**src/rtl/packed_decimal_to_text_defines.svh**
```systemverilog
// assertion macros for the packed decimal to text formatter
// used by rtl/packed_decimal_to_text.sv, expects clock and reset in scope
`ifndef PACKED_DECIMAL_TO_TEXT_DEFINES_SVH
`define PACKED_DECIMAL_TO_TEXT_DEFINES_SVH
`ifndef SYNTH
`define PDT_ASSERT(lbl, prop, msg) \
   lbl: assert property (@(posedge clock) disable iff (reset) (prop)) else $error(msg);
`define PDT_ASSERT_IMPL(lbl, ante, cons, msg) \
   lbl: assert property (@(posedge clock) disable iff (reset) (ante) |-> (cons)) \
      else $error(msg);
`else
`define PDT_ASSERT(lbl, prop, msg)
`define PDT_ASSERT_IMPL(lbl, ante, cons, msg)
`endif
`endif

```
**src/rtl/pdt_pkg.sv**
```systemverilog
// shared types and constants for the packed decimal to text formatter
// no dependencies, used by every module of the block
`timescale 1ns / 1ps
package pdt_pkg;

   localparam int MAX_FIELD_BYTES = 16;
   localparam int CHAIN_CELLS     = 2 * MAX_FIELD_BYTES;
   localparam int DIGIT_IDX_W     = $clog2(CHAIN_CELLS);
   localparam int BYTE_IDX_W      = (MAX_FIELD_BYTES > 1) ? $clog2(MAX_FIELD_BYTES) : 1;
   localparam int DIGIT_W         = 4;
   localparam int FB_W            = 5;

   localparam logic [7:0] BYTE_ZERO         = 8'h00;
   localparam logic [7:0] BYTE_EBCDIC_BLANK = 8'h40;
   localparam logic [7:0] BYTE_ASCII_BLANK  = 8'h20;
   localparam logic [7:0] CHAR_ZERO         = 8'h30;
   localparam logic [7:0] CHAR_MINUS        = 8'h2D;
   localparam logic [7:0] SYMBOL_RESET      = 8'd46;
   localparam logic [3:0] SIGN_MINUS        = 4'hD;
   localparam logic [3:0] SIGN_MINUS_ALT    = 4'hB;
   localparam logic [3:0] DIGIT_MAX         = 4'd9;

   typedef enum logic [1:0] {
      CSR_FIELD_BYTES    = 2'd0,
      CSR_SCALE          = 2'd1,
      CSR_RAW_MODE       = 2'd2,
      CSR_DECIMAL_SYMBOL = 2'd3
   } csr_index_type;

   typedef enum logic [1:0] {
      STATUS_TEXT    = 2'd0,
      STATUS_NULL    = 2'd1,
      STATUS_INVALID = 2'd2
   } status_type;

   typedef enum logic [1:0] {
      CH_HOLD   = 2'd0,
      CH_SHIFT1 = 2'd1,
      CH_SHIFT2 = 2'd2
   } chain_mode_type;

   typedef enum logic [2:0] {
      S_LOAD,
      S_START,
      S_STATUS,
      S_SIGN,
      S_ZERO,
      S_INT,
      S_SYM,
      S_FRAC
   } state_type;

   typedef struct packed {
      chain_mode_type           mode;
      logic [DIGIT_W-1:0]       hi;
      logic [DIGIT_W-1:0]       lo;
      logic [DIGIT_IDX_W-1:0]   head_sel;
   } chain_ctrl_type;

endpackage

```
**src/rtl/pdt_cell.sv**
```systemverilog
// one digit cell of the shift chain: holds a nibble, takes its neighbor's
// nibble or the one two places down; depends on pdt_pkg
`timescale 1ns / 1ps
module pdt_cell (
   input  logic                          clock,
   input  pdt_pkg::chain_mode_type       mode,
   input  logic [pdt_pkg::DIGIT_W-1:0]   near_in,
   input  logic [pdt_pkg::DIGIT_W-1:0]   far_in,
   output logic [pdt_pkg::DIGIT_W-1:0]   digit_out
);

   logic [pdt_pkg::DIGIT_W-1:0] digit_ff;
   logic [pdt_pkg::DIGIT_W-1:0] digit_in;

   always_comb begin
      unique case (mode)
         pdt_pkg::CH_SHIFT1: digit_in = near_in;
         pdt_pkg::CH_SHIFT2: digit_in = far_in;
         pdt_pkg::CH_HOLD:   digit_in = digit_ff;
         default:            digit_in = digit_ff;
      endcase
   end

   always_ff @(posedge clock) begin
      digit_ff <= digit_in;
   end

   assign digit_out = digit_ff;

endmodule

```
**src/rtl/pdt_chain.sv**
```systemverilog
// row of digit cells: a byte enters as two nibbles at the low end,
// digits leave at the head cell chosen by the field length; uses pdt_pkg, pdt_cell
`timescale 1ns / 1ps
module pdt_chain (
   input  logic                          clock,
   input  pdt_pkg::chain_ctrl_type       ctrl,
   output logic [pdt_pkg::DIGIT_W-1:0]   head_digit
);

   logic [pdt_pkg::DIGIT_W-1:0] link   [pdt_pkg::CHAIN_CELLS+1];
   logic [pdt_pkg::DIGIT_W-1:0] cell_q [pdt_pkg::CHAIN_CELLS];

   // the two places below cell zero carry the incoming byte
   assign link[0] = ctrl.lo;
   assign link[1] = ctrl.hi;

   for (genvar k = 0; k < pdt_pkg::CHAIN_CELLS; k++) begin : g_cell
      pdt_cell u_cell (
         .clock     (clock),
         .mode      (ctrl.mode),
         .near_in   (link[k+1]),
         .far_in    (link[k]),
         .digit_out (cell_q[k])
      );
      // the top cell feeds only the head select
      if (k < pdt_pkg::CHAIN_CELLS - 1) begin : g_link
         assign link[k+2] = cell_q[k];
      end
   end

   assign head_digit = cell_q[ctrl.head_sel];

endmodule

```
**src/rtl/packed_decimal_to_text.sv**
```systemverilog
// packed decimal to text formatter, top level; uses pdt_pkg, pdt_chain and the
// assertion macros of packed_decimal_to_text_defines.svh
// after the last field byte, the S_START state picks the first emit state, whose character is registered
// one field byte per cycle while loading; no byte is taken again until the field's text is emitted,
//   one character or suppressed leading zero per emit step, plus a start state; emit steps wait on the output
// reset: synchronous, configuration and control registers back to defaults, loading restarts; digit chain not cleared
`timescale 1ns / 1ps
`include "packed_decimal_to_text_defines.svh"
module packed_decimal_to_text (
   input  logic       clock,
   input  logic       reset,
   input  logic       req_tvalid,
   output logic       req_tready,
   input  logic [7:0] req_tdata,   // [7:0] field_byte
   output logic       rsp_tvalid,
   input  logic       rsp_tready,
   output logic [7:0] rsp_tdata,   // [7:0] text_char
   output logic [1:0] rsp_tuser,   // [1:0] status
   output logic       rsp_tlast,
   input  logic       csr_we,
   input  logic [1:0] csr_index,
   input  logic [7:0] csr_wdata
);

   localparam int IW = pdt_pkg::DIGIT_IDX_W;
   localparam int FW = pdt_pkg::FB_W;
   localparam int DW = pdt_pkg::DIGIT_W;

   // configuration
   logic [FW-1:0] field_bytes_ff;
   logic [IW-1:0] scale_ff;
   logic          raw_ff;
   logic [7:0]    symbol_ff;

   always_ff @(posedge clock) begin
      if (reset) begin
         field_bytes_ff <= FW'(1);
         scale_ff       <= '0;
         raw_ff         <= 1'b0;
         symbol_ff      <= pdt_pkg::SYMBOL_RESET;
      end else if (csr_we) begin
         unique case (pdt_pkg::csr_index_type'(csr_index))
            pdt_pkg::CSR_FIELD_BYTES:    field_bytes_ff <= csr_wdata[FW-1:0];
            pdt_pkg::CSR_SCALE:          scale_ff       <= csr_wdata[IW-1:0];
            pdt_pkg::CSR_RAW_MODE:       raw_ff         <= csr_wdata[0];
            pdt_pkg::CSR_DECIMAL_SYMBOL: symbol_ff      <= csr_wdata;
         endcase
      end
   end

   logic fb_write;
   assign fb_write = csr_we && (pdt_pkg::csr_index_type'(csr_index) == pdt_pkg::CSR_FIELD_BYTES);

   // field geometry
   logic [FW-1:0] eff_fb;
   logic [IW-1:0] n_digits;
   logic [IW-1:0] sc;
   logic [IW-1:0] int_digits;
   logic [IW-1:0] frac_end;
   logic          trim;
   logic          has_frac;

   always_comb begin
      priority if (field_bytes_ff == '0) begin
         eff_fb = FW'(1);
      end else if (field_bytes_ff > FW'(pdt_pkg::MAX_FIELD_BYTES)) begin
         eff_fb = FW'(pdt_pkg::MAX_FIELD_BYTES);
      end else begin
         eff_fb = field_bytes_ff;
      end
   end

   assign n_digits   = IW'({eff_fb, 1'b0} - (FW+1)'(1));
   assign sc         = (scale_ff > n_digits) ? n_digits : scale_ff;
   assign int_digits = n_digits - sc;
   assign trim       = !raw_ff && (sc != '0);

   // load side
   pdt_pkg::state_type state_ff, state_in;
   logic [FW-1:0] bytes_loaded_ff;
   logic          accept;
   logic          first_byte;
   logic          last_byte;
   logic [DW-1:0] in_hi, in_lo;
   logic [pdt_pkg::BYTE_IDX_W-1:0] byte_idx;

   assign req_tready = (state_ff == pdt_pkg::S_LOAD);
   assign accept     = req_tvalid && req_tready;
   assign in_hi      = req_tdata[7:4];
   assign in_lo      = req_tdata[3:0];
   assign first_byte = (bytes_loaded_ff == '0);
   assign last_byte  = ((bytes_loaded_ff + FW'(1)) == eff_fb);
   assign byte_idx   = bytes_loaded_ff[pdt_pkg::BYTE_IDX_W-1:0];

   always_ff @(posedge clock) begin
      if (reset || fb_write) begin
         bytes_loaded_ff <= '0;
      end else if (accept) begin
         bytes_loaded_ff <= last_byte ? '0 : bytes_loaded_ff + FW'(1);
      end
   end

   // per-field summaries, the first byte starts them over
   logic          bad_ff, bad_in;
   logic          zero_ff, zero_in;
   logic          ebc_ff, ebc_in;
   logic          asc_ff, asc_in;
   logic [IW-1:0] tail_ff, tail_in;
   logic [DW-1:0] sign_ff;

   always_comb begin
      bad_in  = (first_byte ? 1'b0 : bad_ff) || (in_hi > pdt_pkg::DIGIT_MAX)
                || (!last_byte && (in_lo > pdt_pkg::DIGIT_MAX));
      zero_in = (first_byte || zero_ff) && (req_tdata == pdt_pkg::BYTE_ZERO);
      ebc_in  = (first_byte || ebc_ff) && (req_tdata == pdt_pkg::BYTE_EBCDIC_BLANK);
      asc_in  = (first_byte || asc_ff) && (req_tdata == pdt_pkg::BYTE_ASCII_BLANK);
      // tail is one past the last nonzero digit, the sign nibble excluded
      priority if (!last_byte && (in_lo != '0)) begin
         tail_in = IW'({byte_idx, 1'b0}) + IW'(2);
      end else if (in_hi != '0) begin
         tail_in = IW'({byte_idx, 1'b1});
      end else begin
         tail_in = first_byte ? '0 : tail_ff;
      end
   end

   always_ff @(posedge clock) begin
      if (accept) begin
         bad_ff  <= bad_in;
         zero_ff <= zero_in;
         ebc_ff  <= ebc_in;
         asc_ff  <= asc_in;
         tail_ff <= tail_in;
         sign_ff <= in_lo;
      end
   end

   assign frac_end = trim ? ((tail_ff > int_digits) ? tail_ff : int_digits) : n_digits;
   assign has_frac = (frac_end > int_digits);

   // digit chain
   pdt_pkg::chain_ctrl_type chain_ctrl;
   logic [DW-1:0] head_digit;

   pdt_chain u_chain (
      .clock      (clock),
      .ctrl       (chain_ctrl),
      .head_digit (head_digit)
   );

   // output register
   logic                 rsp_tvalid_ff;
   logic [7:0]           rsp_data_ff;
   pdt_pkg::status_type  rsp_user_ff;
   logic                 rsp_last_ff;
   logic                 emit_ok;

   assign emit_ok = !rsp_tvalid_ff || rsp_tready;

   // emit sequencer
   logic [IW-1:0] pos_ff, pos_in;
   logic          lead_ff, lead_in;
   logic          out_push;
   logic [7:0]    out_char;
   pdt_pkg::status_type out_status;
   logic          out_last;
   logic          negative;
   logic          is_null;
   logic          int_final;
   logic          frac_final;
   logic          skip;
   logic [7:0]    digit_char;

   assign negative   = (sign_ff == pdt_pkg::SIGN_MINUS) || (sign_ff == pdt_pkg::SIGN_MINUS_ALT);
   assign is_null    = zero_ff || ebc_ff || asc_ff;
   assign int_final  = (pos_ff == int_digits - IW'(1));
   assign frac_final = (pos_ff == frac_end - IW'(1));
   assign skip       = lead_ff && !int_final && (head_digit == '0);
   assign digit_char = pdt_pkg::CHAR_ZERO | {4'h0, head_digit};

   always_comb begin
      state_in            = state_ff;
      pos_in              = pos_ff;
      lead_in             = lead_ff;
      out_push            = 1'b0;
      out_char            = '0;
      out_status          = pdt_pkg::STATUS_TEXT;
      out_last            = 1'b0;
      chain_ctrl.mode     = pdt_pkg::CH_HOLD;
      chain_ctrl.hi       = in_hi;
      chain_ctrl.lo       = in_lo;
      chain_ctrl.head_sel = n_digits;
      unique case (state_ff)
         pdt_pkg::S_LOAD: begin
            if (accept) begin
               chain_ctrl.mode = pdt_pkg::CH_SHIFT2;
               if (last_byte) begin
                  state_in = pdt_pkg::S_START;
               end
            end
         end
         pdt_pkg::S_START: begin
            pos_in  = '0;
            lead_in = !raw_ff;
            priority if (bad_ff) begin
               state_in = pdt_pkg::S_STATUS;
            end else if (negative) begin
               state_in = pdt_pkg::S_SIGN;
            end else if (int_digits == '0) begin
               state_in = pdt_pkg::S_ZERO;
            end else begin
               state_in = pdt_pkg::S_INT;
            end
         end
         pdt_pkg::S_STATUS: begin
            if (emit_ok) begin
               out_push   = 1'b1;
               out_status = is_null ? pdt_pkg::STATUS_NULL : pdt_pkg::STATUS_INVALID;
               out_last   = 1'b1;
               state_in   = pdt_pkg::S_LOAD;
            end
         end
         pdt_pkg::S_SIGN: begin
            if (emit_ok) begin
               out_push = 1'b1;
               out_char = pdt_pkg::CHAR_MINUS;
               state_in = (int_digits == '0) ? pdt_pkg::S_ZERO : pdt_pkg::S_INT;
            end
         end
         pdt_pkg::S_ZERO: begin
            if (emit_ok) begin
               out_push = 1'b1;
               out_char = pdt_pkg::CHAR_ZERO;
               out_last = !has_frac;
               state_in = has_frac ? pdt_pkg::S_SYM : pdt_pkg::S_LOAD;
            end
         end
         pdt_pkg::S_INT: begin
            if (emit_ok) begin
               chain_ctrl.mode = pdt_pkg::CH_SHIFT1;
               pos_in          = pos_ff + IW'(1);
               if (!skip) begin
                  out_push = 1'b1;
                  out_char = digit_char;
                  out_last = int_final && !has_frac;
                  lead_in  = 1'b0;
               end
               if (int_final) begin
                  state_in = has_frac ? pdt_pkg::S_SYM : pdt_pkg::S_LOAD;
               end
            end
         end
         pdt_pkg::S_SYM: begin
            if (emit_ok) begin
               out_push = 1'b1;
               out_char = symbol_ff;
               state_in = pdt_pkg::S_FRAC;
            end
         end
         pdt_pkg::S_FRAC: begin
            if (emit_ok) begin
               chain_ctrl.mode = pdt_pkg::CH_SHIFT1;
               pos_in          = pos_ff + IW'(1);
               out_push        = 1'b1;
               out_char        = digit_char;
               out_last        = frac_final;
               if (frac_final) begin
                  state_in = pdt_pkg::S_LOAD;
               end
            end
         end
         default: begin
            state_in = pdt_pkg::S_LOAD;
         end
      endcase
   end

   always_ff @(posedge clock) begin
      if (reset) begin
         state_ff <= pdt_pkg::S_LOAD;
         pos_ff   <= '0;
         lead_ff  <= 1'b0;
      end else begin
         state_ff <= state_in;
         pos_ff   <= pos_in;
         lead_ff  <= lead_in;
      end
   end

   always_ff @(posedge clock) begin
      if (reset) begin
         rsp_tvalid_ff <= 1'b0;
      end else if (out_push) begin
         rsp_tvalid_ff <= 1'b1;
      end else if (rsp_tready) begin
         rsp_tvalid_ff <= 1'b0;
      end
   end

   always_ff @(posedge clock) begin
      if (out_push) begin
         rsp_data_ff <= out_char;
         rsp_user_ff <= out_status;
         rsp_last_ff <= out_last;
      end
   end

   assign rsp_tvalid = rsp_tvalid_ff;
   assign rsp_tdata  = rsp_data_ff;
   assign rsp_tuser  = rsp_user_ff;
   assign rsp_tlast  = rsp_last_ff;

   `PDT_ASSERT(a_count_range, bytes_loaded_ff < eff_fb, "byte count past field length")
   `PDT_ASSERT_IMPL(a_load_idle, state_ff != pdt_pkg::S_LOAD, bytes_loaded_ff == '0, "count not cleared while emitting")
   `PDT_ASSERT_IMPL(a_pos_range, state_ff == pdt_pkg::S_INT || state_ff == pdt_pkg::S_FRAC, pos_ff < n_digits, "digit position past field")
   `PDT_ASSERT_IMPL(a_status_alone, rsp_tvalid_ff && rsp_user_ff != pdt_pkg::STATUS_TEXT, rsp_last_ff && rsp_data_ff == '0, "status result not alone")

endmodule

```
**config.mk**
```make
export PLATFORM = sky130hd
export DESIGN_NAME = packed_decimal_to_text
export DESIGN_NICKNAME = d
export VERILOG_FILES = /design/src/rtl/pdt_pkg.sv /design/src/rtl/pdt_cell.sv /design/src/rtl/pdt_chain.sv /design/src/rtl/packed_decimal_to_text.sv
export VERILOG_INCLUDE_DIRS = /design/src /design/src/rtl
export SDC_FILE = /design/constraint.sdc
export NUM_CORES = 1
export LEC_CHECK = 0
export ABC_AREA = 1
export ABC_CLOCK_PERIOD_IN_PS = 9100
export BUFFER_PORTS_ARGS = -buffer_cell sky130_fd_sc_hd__buf_2
export CAP_MARGIN = 20
export CORE_MARGIN = 8
export CORE_UTILIZATION = 45
export CTS_CLUSTER_DIAMETER = 100
export DETAILED_ROUTE_END_ITERATION = 12
export SYNTH_ARGS = -nofsm -noshare
export SYNTH_HDL_FRONTEND = slang
export SYNTH_SLANG_ARGS = --single-unit
```
**constraint.sdc**
```tcl
create_clock -name clock -period 9.1 [get_ports clock]
set_clock_uncertainty 0.05 [all_clocks]
set_input_delay 0.455 -clock clock [delete_from_list [all_inputs] [get_ports clock]]
set_output_delay 0.455 -clock clock [all_outputs]
set_load 0.1 [all_outputs]
```
# After elaboration in Yosys (flattened, before gate mapping)
# Cells that the tools add are included.
op_classes:
  n_mux: 87
  n_lt_le_gt_ge: 7
  addsub: 7
  reduce_logical: 52
  bitwise: 1
  eq_ne: 31
ops:
  columns: ["op", "n"]
  rows:
  - ["one-hot mux 4 bit (2 select lines)", 32]
  - ["2-to-1 mux 5 bit", 10]
  - ["one-hot mux 8 bit (5 select lines)", 1]
  - ["2-to-1 mux 3 bit", 13]
  - ["2-to-1 mux 6 bit", 5]
  - ["one-hot mux 3 bit (8 select lines)", 1]
  - ["binary-select mux 4 bit (select 5 bit)", 1]
  - ["inequality test 2 bit, second input constant", 9]
  - ["== test 5 bit", 3]
  - ["> comparator 5 bit", 3]
  - ["logical NOT 5 bit", 3]
  - ["subtractor 5 x 1 -> 5 bit, second input constant", 3]
  - ["2-to-1 mux 1 bit", 14]
  - ["AND reduction 2 bit", 7]
  - ["== test 3 bit, second input constant", 4]
  - ["logical AND 1 bit", 11]
  - ["adder 5 x 1 -> 5 bit, second input constant", 2]
  - ["logical OR 1 bit", 10]
  - ["one-hot mux 5 bit (2 select lines)", 1]
  - ["AND reduction 10 bit", 1]
  - ["== test 4 bit, second input constant", 2]
  - ["== test 8 x 6 -> 1 bit, second input constant", 1]
  - ["== test 8 x 7 -> 1 bit, second input constant", 1]
  - ["> comparator 4 bit, second input constant", 2]
  - ["other kinds (28)", 45]
totals:
  word_cells: 235
  in_bits: 23
  output_inout_bits: 13
  regBits: 186

# Logic depth before layout (Yosys ltp)
logic_depth:
  word_depth: 16
  mapped_depth: 47
  mapped_depth_nobuf: 45

# By module
# From an unflattened synthesis, not the netlist that was laid out.
hier_totals:
  cells_unflattened: 1482
  hier_area_um2: 11337.1
by_module_without_submodules:
  columns: ["module", "cells_each", "n_inst", "seq_area_each_um2", "area_per_inst_um2"]
  rows:
  - ["pdt_cell", 20, 32, 120.1, 188.9]
  - ["packed_decimal_to_text", 537, 1, 1401.3, 3936.3]
  - ["pdt_chain", 305, 1, 0.0, 1355.0]

# Worst setup path before layout
# OpenSTA, ideal clock, no wires.
synth_timing:
  path_type: "register to register"
  startpoint: "reg state_ff[2]"
  endpoint: "reg u_chain.g_cell[0].u_cell.digit_ff, in the netlist u_chain.g_cell[0].u_cell.digit_out[0], enable pin"
  t_required_ns: 8.569
  setup_slack_ns: 3.301
  path_buffers: 1
  t_arrival_ns: 5.268
  period_less_slack_ns: 5.799
  setup_time_ns: 0.481
  stages_incl_launch_ff: 9
  path_cell_list: "dfxtp_1 -> clkbuf_1 -> nor2_1 -> inv_1 -> nor2_1 -> nand2_1 -> inv_1 -> ha_1 -> inv_1"
synth_via:
  elab_chain_len: 6
  elab_cells_between_ends: 10
  cone_classes: "eq/ne: 4; mux: 2; reduce/logical: 4"
synth_lines:
  columns: ["element", "line_no", "source"]
  rows:
  - ["from (decl)", "packed_decimal_to_text.sv:79", "pdt_pkg::state_type state_ff, state_in;"]
  - ["from (signal assigned)", "packed_decimal_to_text.sv:280", "state_ff <= pdt_pkg::S_LOAD;"]
  - ["from (signal assigned)", "packed_decimal_to_text.sv:284", "state_ff <= state_in;"]
  - ["logical NOT 3 bit (*)", "packed_decimal_to_text.sv:87", "assign req_tready = (state_ff == pdt_pkg::S_LOAD);"]
  - ["named net req_tready", "packed_decimal_to_text.sv:13", "output logic req_tready,"]
  - ["logical AND 1 bit", "packed_decimal_to_text.sv:88", "assign accept = req_tvalid && req_tready;"]
  - ["2-to-1 mux 2 bit", "packed_decimal_to_text.sv:195", "if (accept) begin"]
  - ["one-hot mux 2 bit (2 select lines) (*)", "packed_decimal_to_text.sv:193", "unique case (state_ff)"]
  - ["== test 2 bit / == test 2 x 1 -> 1 bit (equally long branches)", "pdt_cell.sv:16", "unique case (mode)"]
  - ["nonzero test 2 bit (no source line) (*)", null, null]
  - ["to (signal assigned)", "pdt_cell.sv:25", "digit_ff <= digit_in;"]
  - ["to (decl)", "pdt_cell.sv:12", "logic [pdt_pkg::DIGIT_W-1:0] digit_ff;"]
# Mark *: on every way through the listed nets, which the timed path passes. The rest lies on a longest branch.
# A chain may end at the register's enable or synchronous reset.

# Final worst setup path
layout_timing:
  startpoint: "reg field_bytes_ff[4]"
  endpoint: "reg state_ff[0]"
layout_via:
  elab_chain_len: 14
  elab_cells_between_ends: 28
  cone_classes: "add/sub: 4; order compare: 3; eq/ne: 6; mux: 10; reduce/logical: 5"
layout_lines:
  columns: ["element", "line_no", "source"]
  rows:
  - ["from (decl)", "packed_decimal_to_text.sv:30", "logic [FW-1:0] field_bytes_ff;"]
  - ["from (signal assigned)", "packed_decimal_to_text.sv:43", "pdt_pkg::CSR_FIELD_BYTES: field_bytes_ff <= csr_wdata[FW-1:0];"]
  - ["> comparator 5 bit", "packed_decimal_to_text.sv:66", "end else if (field_bytes_ff > FW'(pdt_pkg::MAX_FIELD_BYTES)) begin"]
  - ["2-to-1 mux 5 bit", "packed_decimal_to_text.sv:66", null]
  - ["2-to-1 mux 5 bit (*)", "packed_decimal_to_text.sv:64", "priority if (field_bytes_ff == '0) begin"]
  - ["subtractor 5 x 1 -> 5 bit", "packed_decimal_to_text.sv:73", "assign n_digits = IW'({eff_fb, 1'b0} - (FW+1)'(1));"]
  - ["> comparator 5 bit", "packed_decimal_to_text.sv:74", "assign sc = (scale_ff > n_digits) ? n_digits : scale_ff;"]
  - ["2-to-1 mux 5 bit", "packed_decimal_to_text.sv:74", null]
  - ["subtractor 5 bit", "packed_decimal_to_text.sv:75", "assign int_digits = n_digits - sc;"]
  - ["> comparator 5 bit", "packed_decimal_to_text.sv:138", "assign frac_end = trim ? ((tail_ff > int_digits) ? tail_ff : int_digits) : n_digits;"]
  - ["2-to-1 mux 5 bit (2 in series)", "packed_decimal_to_text.sv:138", null]
  - ["subtractor 5 x 1 -> 5 bit", "packed_decimal_to_text.sv:177", "assign frac_final = (pos_ff == frac_end - IW'(1));"]
  - ["== test 5 bit", "packed_decimal_to_text.sv:177", null]
  - ["inequality test 2 bit (no source line)", null, null]
  - ["AND reduction 10 bit (no source line)", null, null]
# Mark *: on every way between the ends. The rest lies on a longest branch, timed or not. The select of a mux whose other input is x is not followed.

==> out/summary.md <==
The logs give 0 for the final hold violation count and 2 for the maximum buffer depth of the clock tree. The H-tree generated during clock tree synthesis spans 4 levels. The final critical-path share of the clock period was 0.674. Counting every net in the synthesized netlist gives 1159. Pin placement for this block handled 36 I/O pins. The mux cell area share after synthesis is 0.

Summed over all instances, the cell type with the most area after synthesis is sky130_fd_sc_hd__edfxtp_1. STA classifies the critical path startpoint as a flip-flop. The design area came out at 10800 um2. The layout-stage area growth over the synthesis result works out to 10.9%. The logs give 0.381 for the combinational share of power and 0 ns for the final sum of negative setup slack. Entering global routing, the biggest net connects 99 pins. The xor and xnor fraction of the mapped netlist area is 0.0154, and the fraction of synthesis flops using an asynchronous set or reset pin is 0. The congestion estimate from routability-driven global placement came to 0.865. For the number of filler cells placed in the layout, the log shows 2002. Summed over all layers, the global routing overflow is 0. The register bit total from synthesis came out at 186. The hold-critical path endpoint is sign_ff[1]. Largest family of logic cells by synthesized area: simple AND/OR/NAND/NOR gates. STA puts the critical path data arrival time at 6.42 ns. By area the synthesized netlist is led by sky130_fd_sc_hd__edfxtp_1 47%, sky130_fd_sc_hd__nand2_1 7.7%, sky130_fd_sc_hd__dfxtp_1 7.0%, sky130_fd_sc_hd__a21oi_1 6.0%, sky130_fd_sc_hd__inv_1 5.6%. The number of I/O port buffers was 35. In this run the power spent charging and discharging nets is 0.00154 W.

The initial antenna violation count is 0. The run gives 21000 um as the total wire length after detailed routing. The tools report the share of power burned in the clock network as 0.203. For this run, the leading register cell type out of synthesis is sky130_fd_sc_hd__edfxtp_1.

The flow ran to the end, and the final reports show no timing, DRC or antenna violations. The startpoint of the most critical register-to-register path was field_bytes_ff[4]. In this run the standard cell core region covers 21100 um2. The transition time of the tightest slew-check pin was 0.993 ns; the final period demand of the worst path was 6.14 ns. The slowest cell on the critical path was sky130_fd_sc_hd__dfxtp_1.

The number of rows in the core area was 53. For the area taken by flip-flops and latches, the log shows 5250 um2. In this run the vertical extent of the chip is 163 um. For the initial core utilization, the log shows 0.460. The tool flagged a number of max-cap violations equal to 0. The clock tree root driver cell was sky130_fd_sc_hd__clkbuf_16. Measured in cells, the most critical reg-to-reg path has a length of 42.

The max-slew violation count came out at 0. The count of buffers added by post-CTS timing repair for setup is 0. The net switching share of the total power was 0.406. The worst-case IR drop observed on VDD is 148 uV. Summing all multi-input logic gate instances after layout gives 3720 um2.

The area share of and/or/nand/nor cells after synthesis was 0.191; the clock transition at the registers of the reported paths was 0.08 ns. The arithmetic-cell share of the synthesized area counting full adders, half adders and majority gates was 0.0310; the detail-routed net length per standard cell was 14.8 um. Post-detailed-route via-to-cell ratio: 5.26.

The post-synthesis cell count came out at 1112. The synthesized netlist contains 41 unique library cells. The highest cell delay on the worst timing path was 0.39 ns; the residual DRC count was 0. The peak fanout along the critical path came out at 29.

The area fraction of the dominant cell type after synthesis is 0.471, and the worst relative slew slack is 0.338. Share of power burned in registers: 0.417. Counting flops with a built-in enable in the synthesized netlist gives 152.

In this run the most critical hold path is launched from req_tdata[1]. The number of hold buffers added after cts was 0. The average instance area after synthesis was 8.72 um2.

For this run, the number of Yosys warnings is 0. In this run the critical register-to-register path is captured at state_ff[0]. The area enclosed by the die boundary came out at 26500 um2. Setup violations remaining at the end of the flow were counted as 0. The tools report the cell leakage power as 4.36 nW. Setup repair after global routing left no endpoint under its margin. The number of gates resized after CTS was 0.

TritonCTS built the clock tree. The tools report the number of global-route vias before repair as 6727. The critical path in this run is classified as reg2reg.

The first global-routing pass estimated 34300 um of wire. Counting every sink on the clock net gives 186. The placement-stage cell area is 10100 um2.

Clock tree synthesis inserted a total of 17 buffers. The width of the die was 163 um; the HPWL after detailed placement was 14200 um. Most common cell type on the critical path: sky130_fd_sc_hd__nand2_1.

The complex-gate fraction of the synthesized area was 0.145. The length of the first detailed-routing pass in iterations was 5; the total vias in the final route was 7460. The total power divided by cell area is 353 nW/um2, and the number of diodes added for antenna fixing is 0. The largest delay contributor family on the critical path was simple AND/OR/NAND/NOR gates.

The flop-to-flop setup slack is 2.96 ns, and the global routing usage summed across all routing layers is 0.160. The first routing iteration left 661 violations. The path class of the tightest hold or removal check is in2reg.

The number of antenna-violating nets in the routed design came out at 0. For this run, the post-layout net count is 1177. Combined area of all synthesized cells: 9700 um2. The sequential-to-total area share from yosys stat is 0.541.

The maximum frequency from static timing analysis came out at 163 MHz. The clock insertion delay at the later pin of the skew report came out at 0.44 ns. The hold-critical path depth works out to 1. Data on the critical path is required at its endpoint by 9.38 ns. The buffers plus inverters on the worst setup path was 8; the share of post-route cells with drive strength above 1 was 0.0927. Critical path capture point type: a flip-flop.

Cell internal power was estimated by the tool at 0.00226 W.
worst max-delay path by stage:
stage / to / start / depth (start not counted) / slack (ns)
6_report: state_ff[0] / field_bytes_ff[4] / 42 / 2.96
5_1_grt: state_ff[0] / field_bytes_ff[4] / 42 / 2.20
4_1_cts: state_ff[0] / field_bytes_ff[4] / 33 / 2.97
3_5_place_dp: state_ff[0] / field_bytes_ff[4] / 42 / 2.98
3_3_place_gp: state_ff[0] / field_bytes_ff[4] / 33 / 3.11
2_1_floorplan: u_chain.g_cell[0].u_cell.digit_out[0] / state_ff[2] / 8 / 3.30
flip-flops by register name, indices dropped and copies added (netlist names), 2 cells and up:
name                             count
sign_ff                              4
field_bytes_ff                       5
rsp_tdata                            8
pos_ff                               5
symbol_ff                            8
u_chain.g_cell.u_cell.digit_out    128
tail_ff                              5
bytes_loaded_ff                      5
scale_ff                             5
state_ff                             3
rsp_tuser                            2
final cells by class:
| class | count | area share |
|---|---|---|
| multi-input cells | 729 | 0.346 |
| flip-flops and latches | 186 | 0.488 |
| clock buffers | 19 | 0.0442 |
| clock inverters | 13 | 0.0135 |
| repair buffers | 42 | 0.0230 |
| inverters | 154 | 0.0540 |
| well taps | 275 | 0.0320 |
power groups by stage:
| stage | combinational (W) | clock (W) | sequential [W] |
|---|---|---|---|
| 2_1_floorplan | 0.00105 | 0 | 0.00167 |
| 5_1_grt | 0.00165 | 0.000815 | 0.00162 |
| 3_5_place_dp | 0.00144 | 0 | 0.00160 |
| 4_1_cts | 0.00144 | 0.000787 | 0.00158 |
| 6_report | 0.00144 | 0.000769 | 0.00158 |
| 3_3_place_gp | 0.00142 | 0 | 0.00159 |
metal layers:
metal,wire [um],part of all wire,track usage,vias up
li1,-,-,-,3806
met1,10200,0.49,0.225,3507
met2,9780,0.47,0.249,130
met3,725,0.035,0.0258,17
met4,234,0.011,0.0450,0
met5,0,0,0,-
layout by cell type, fill, tap and decap left out, types with 23 or more instances in the layout:
cell,instances
sky130_fd_sc_hd__a21oi_1,116
sky130_fd_sc_hd__buf_2,35
sky130_fd_sc_hd__dfxtp_1,34
sky130_fd_sc_hd__edfxtp_1,152
sky130_fd_sc_hd__ha_1,23
sky130_fd_sc_hd__inv_1,144
sky130_fd_sc_hd__nand2_1,198
sky130_fd_sc_hd__nand3_1,74
sky130_fd_sc_hd__nor2_1,107
sky130_fd_sc_hd__o21ai_0,102
cells in the mapped netlist (3+ instances only):
cell                       instances
sky130_fd_sc_hd__nand3_2           4
sky130_fd_sc_hd__a31oi_1           3
sky130_fd_sc_hd__nand4_1          11
sky130_fd_sc_hd__nor2_1          107
sky130_fd_sc_hd__nor2_4            4
sky130_fd_sc_hd__dfxtp_1          34
sky130_fd_sc_hd__buf_2             7
sky130_fd_sc_hd__o211ai_1         19
sky130_fd_sc_hd__clkinv_1          3
sky130_fd_sc_hd__nand2_4           3
sky130_fd_sc_hd__edfxtp_1        152
sky130_fd_sc_hd__nor3_1            7
sky130_fd_sc_hd__ha_1             24
sky130_fd_sc_hd__nand2_1         198
sky130_fd_sc_hd__o21ai_0         102
sky130_fd_sc_hd__nand3_1          74
sky130_fd_sc_hd__o21bai_1          3
sky130_fd_sc_hd__inv_1           145
sky130_fd_sc_hd__buf_1             4
sky130_fd_sc_hd__xnor2_1           5
sky130_fd_sc_hd__o21ai_1           8
sky130_fd_sc_hd__xor2_1           12
sky130_fd_sc_hd__inv_2             6
sky130_fd_sc_hd__o22ai_1           3
sky130_fd_sc_hd__nand2_2           8
sky130_fd_sc_hd__a21oi_1         116
sky130_fd_sc_hd__clkbuf_1         31
stage by stage:
stage | power, W | setup slack, ns | instances | hold slack, ns | utilization
after floorplan | 0.00272 | 3.30 | 1112 | 0.380 | -
after global placement | 0.00301 | 3.11 | 1384 | 0.393 | 0.479
after detailed placement | 0.00304 | 2.98 | 1384 | 0.406 | 0.479
after CTS | 0.00381 | 2.97 | 1416 | 0.154 | 0.508
after global routing | 0.00408 | 2.20 | 1418 | 0.157 | 0.510
final | 0.00379 | 2.96 | 1418 | 0.174 | 0.510
cell families (layout without fill, tap and decap cells):
| kind of cell | after synthesis | in the layout |
|---|---|---|
| AO/OA/AOI/OAI | 263 | 263 |
| XOR/XNOR | 17 | 17 |
| adder cells (fa/ha/maj) | 24 | 24 |
| buffers and inverters | 197 | 228 |
| flip-flops | 186 | 186 |
| AND/OR/NAND/NOR | 425 | 425 |
No activity file was read; power rests on OpenSTA's default activity.
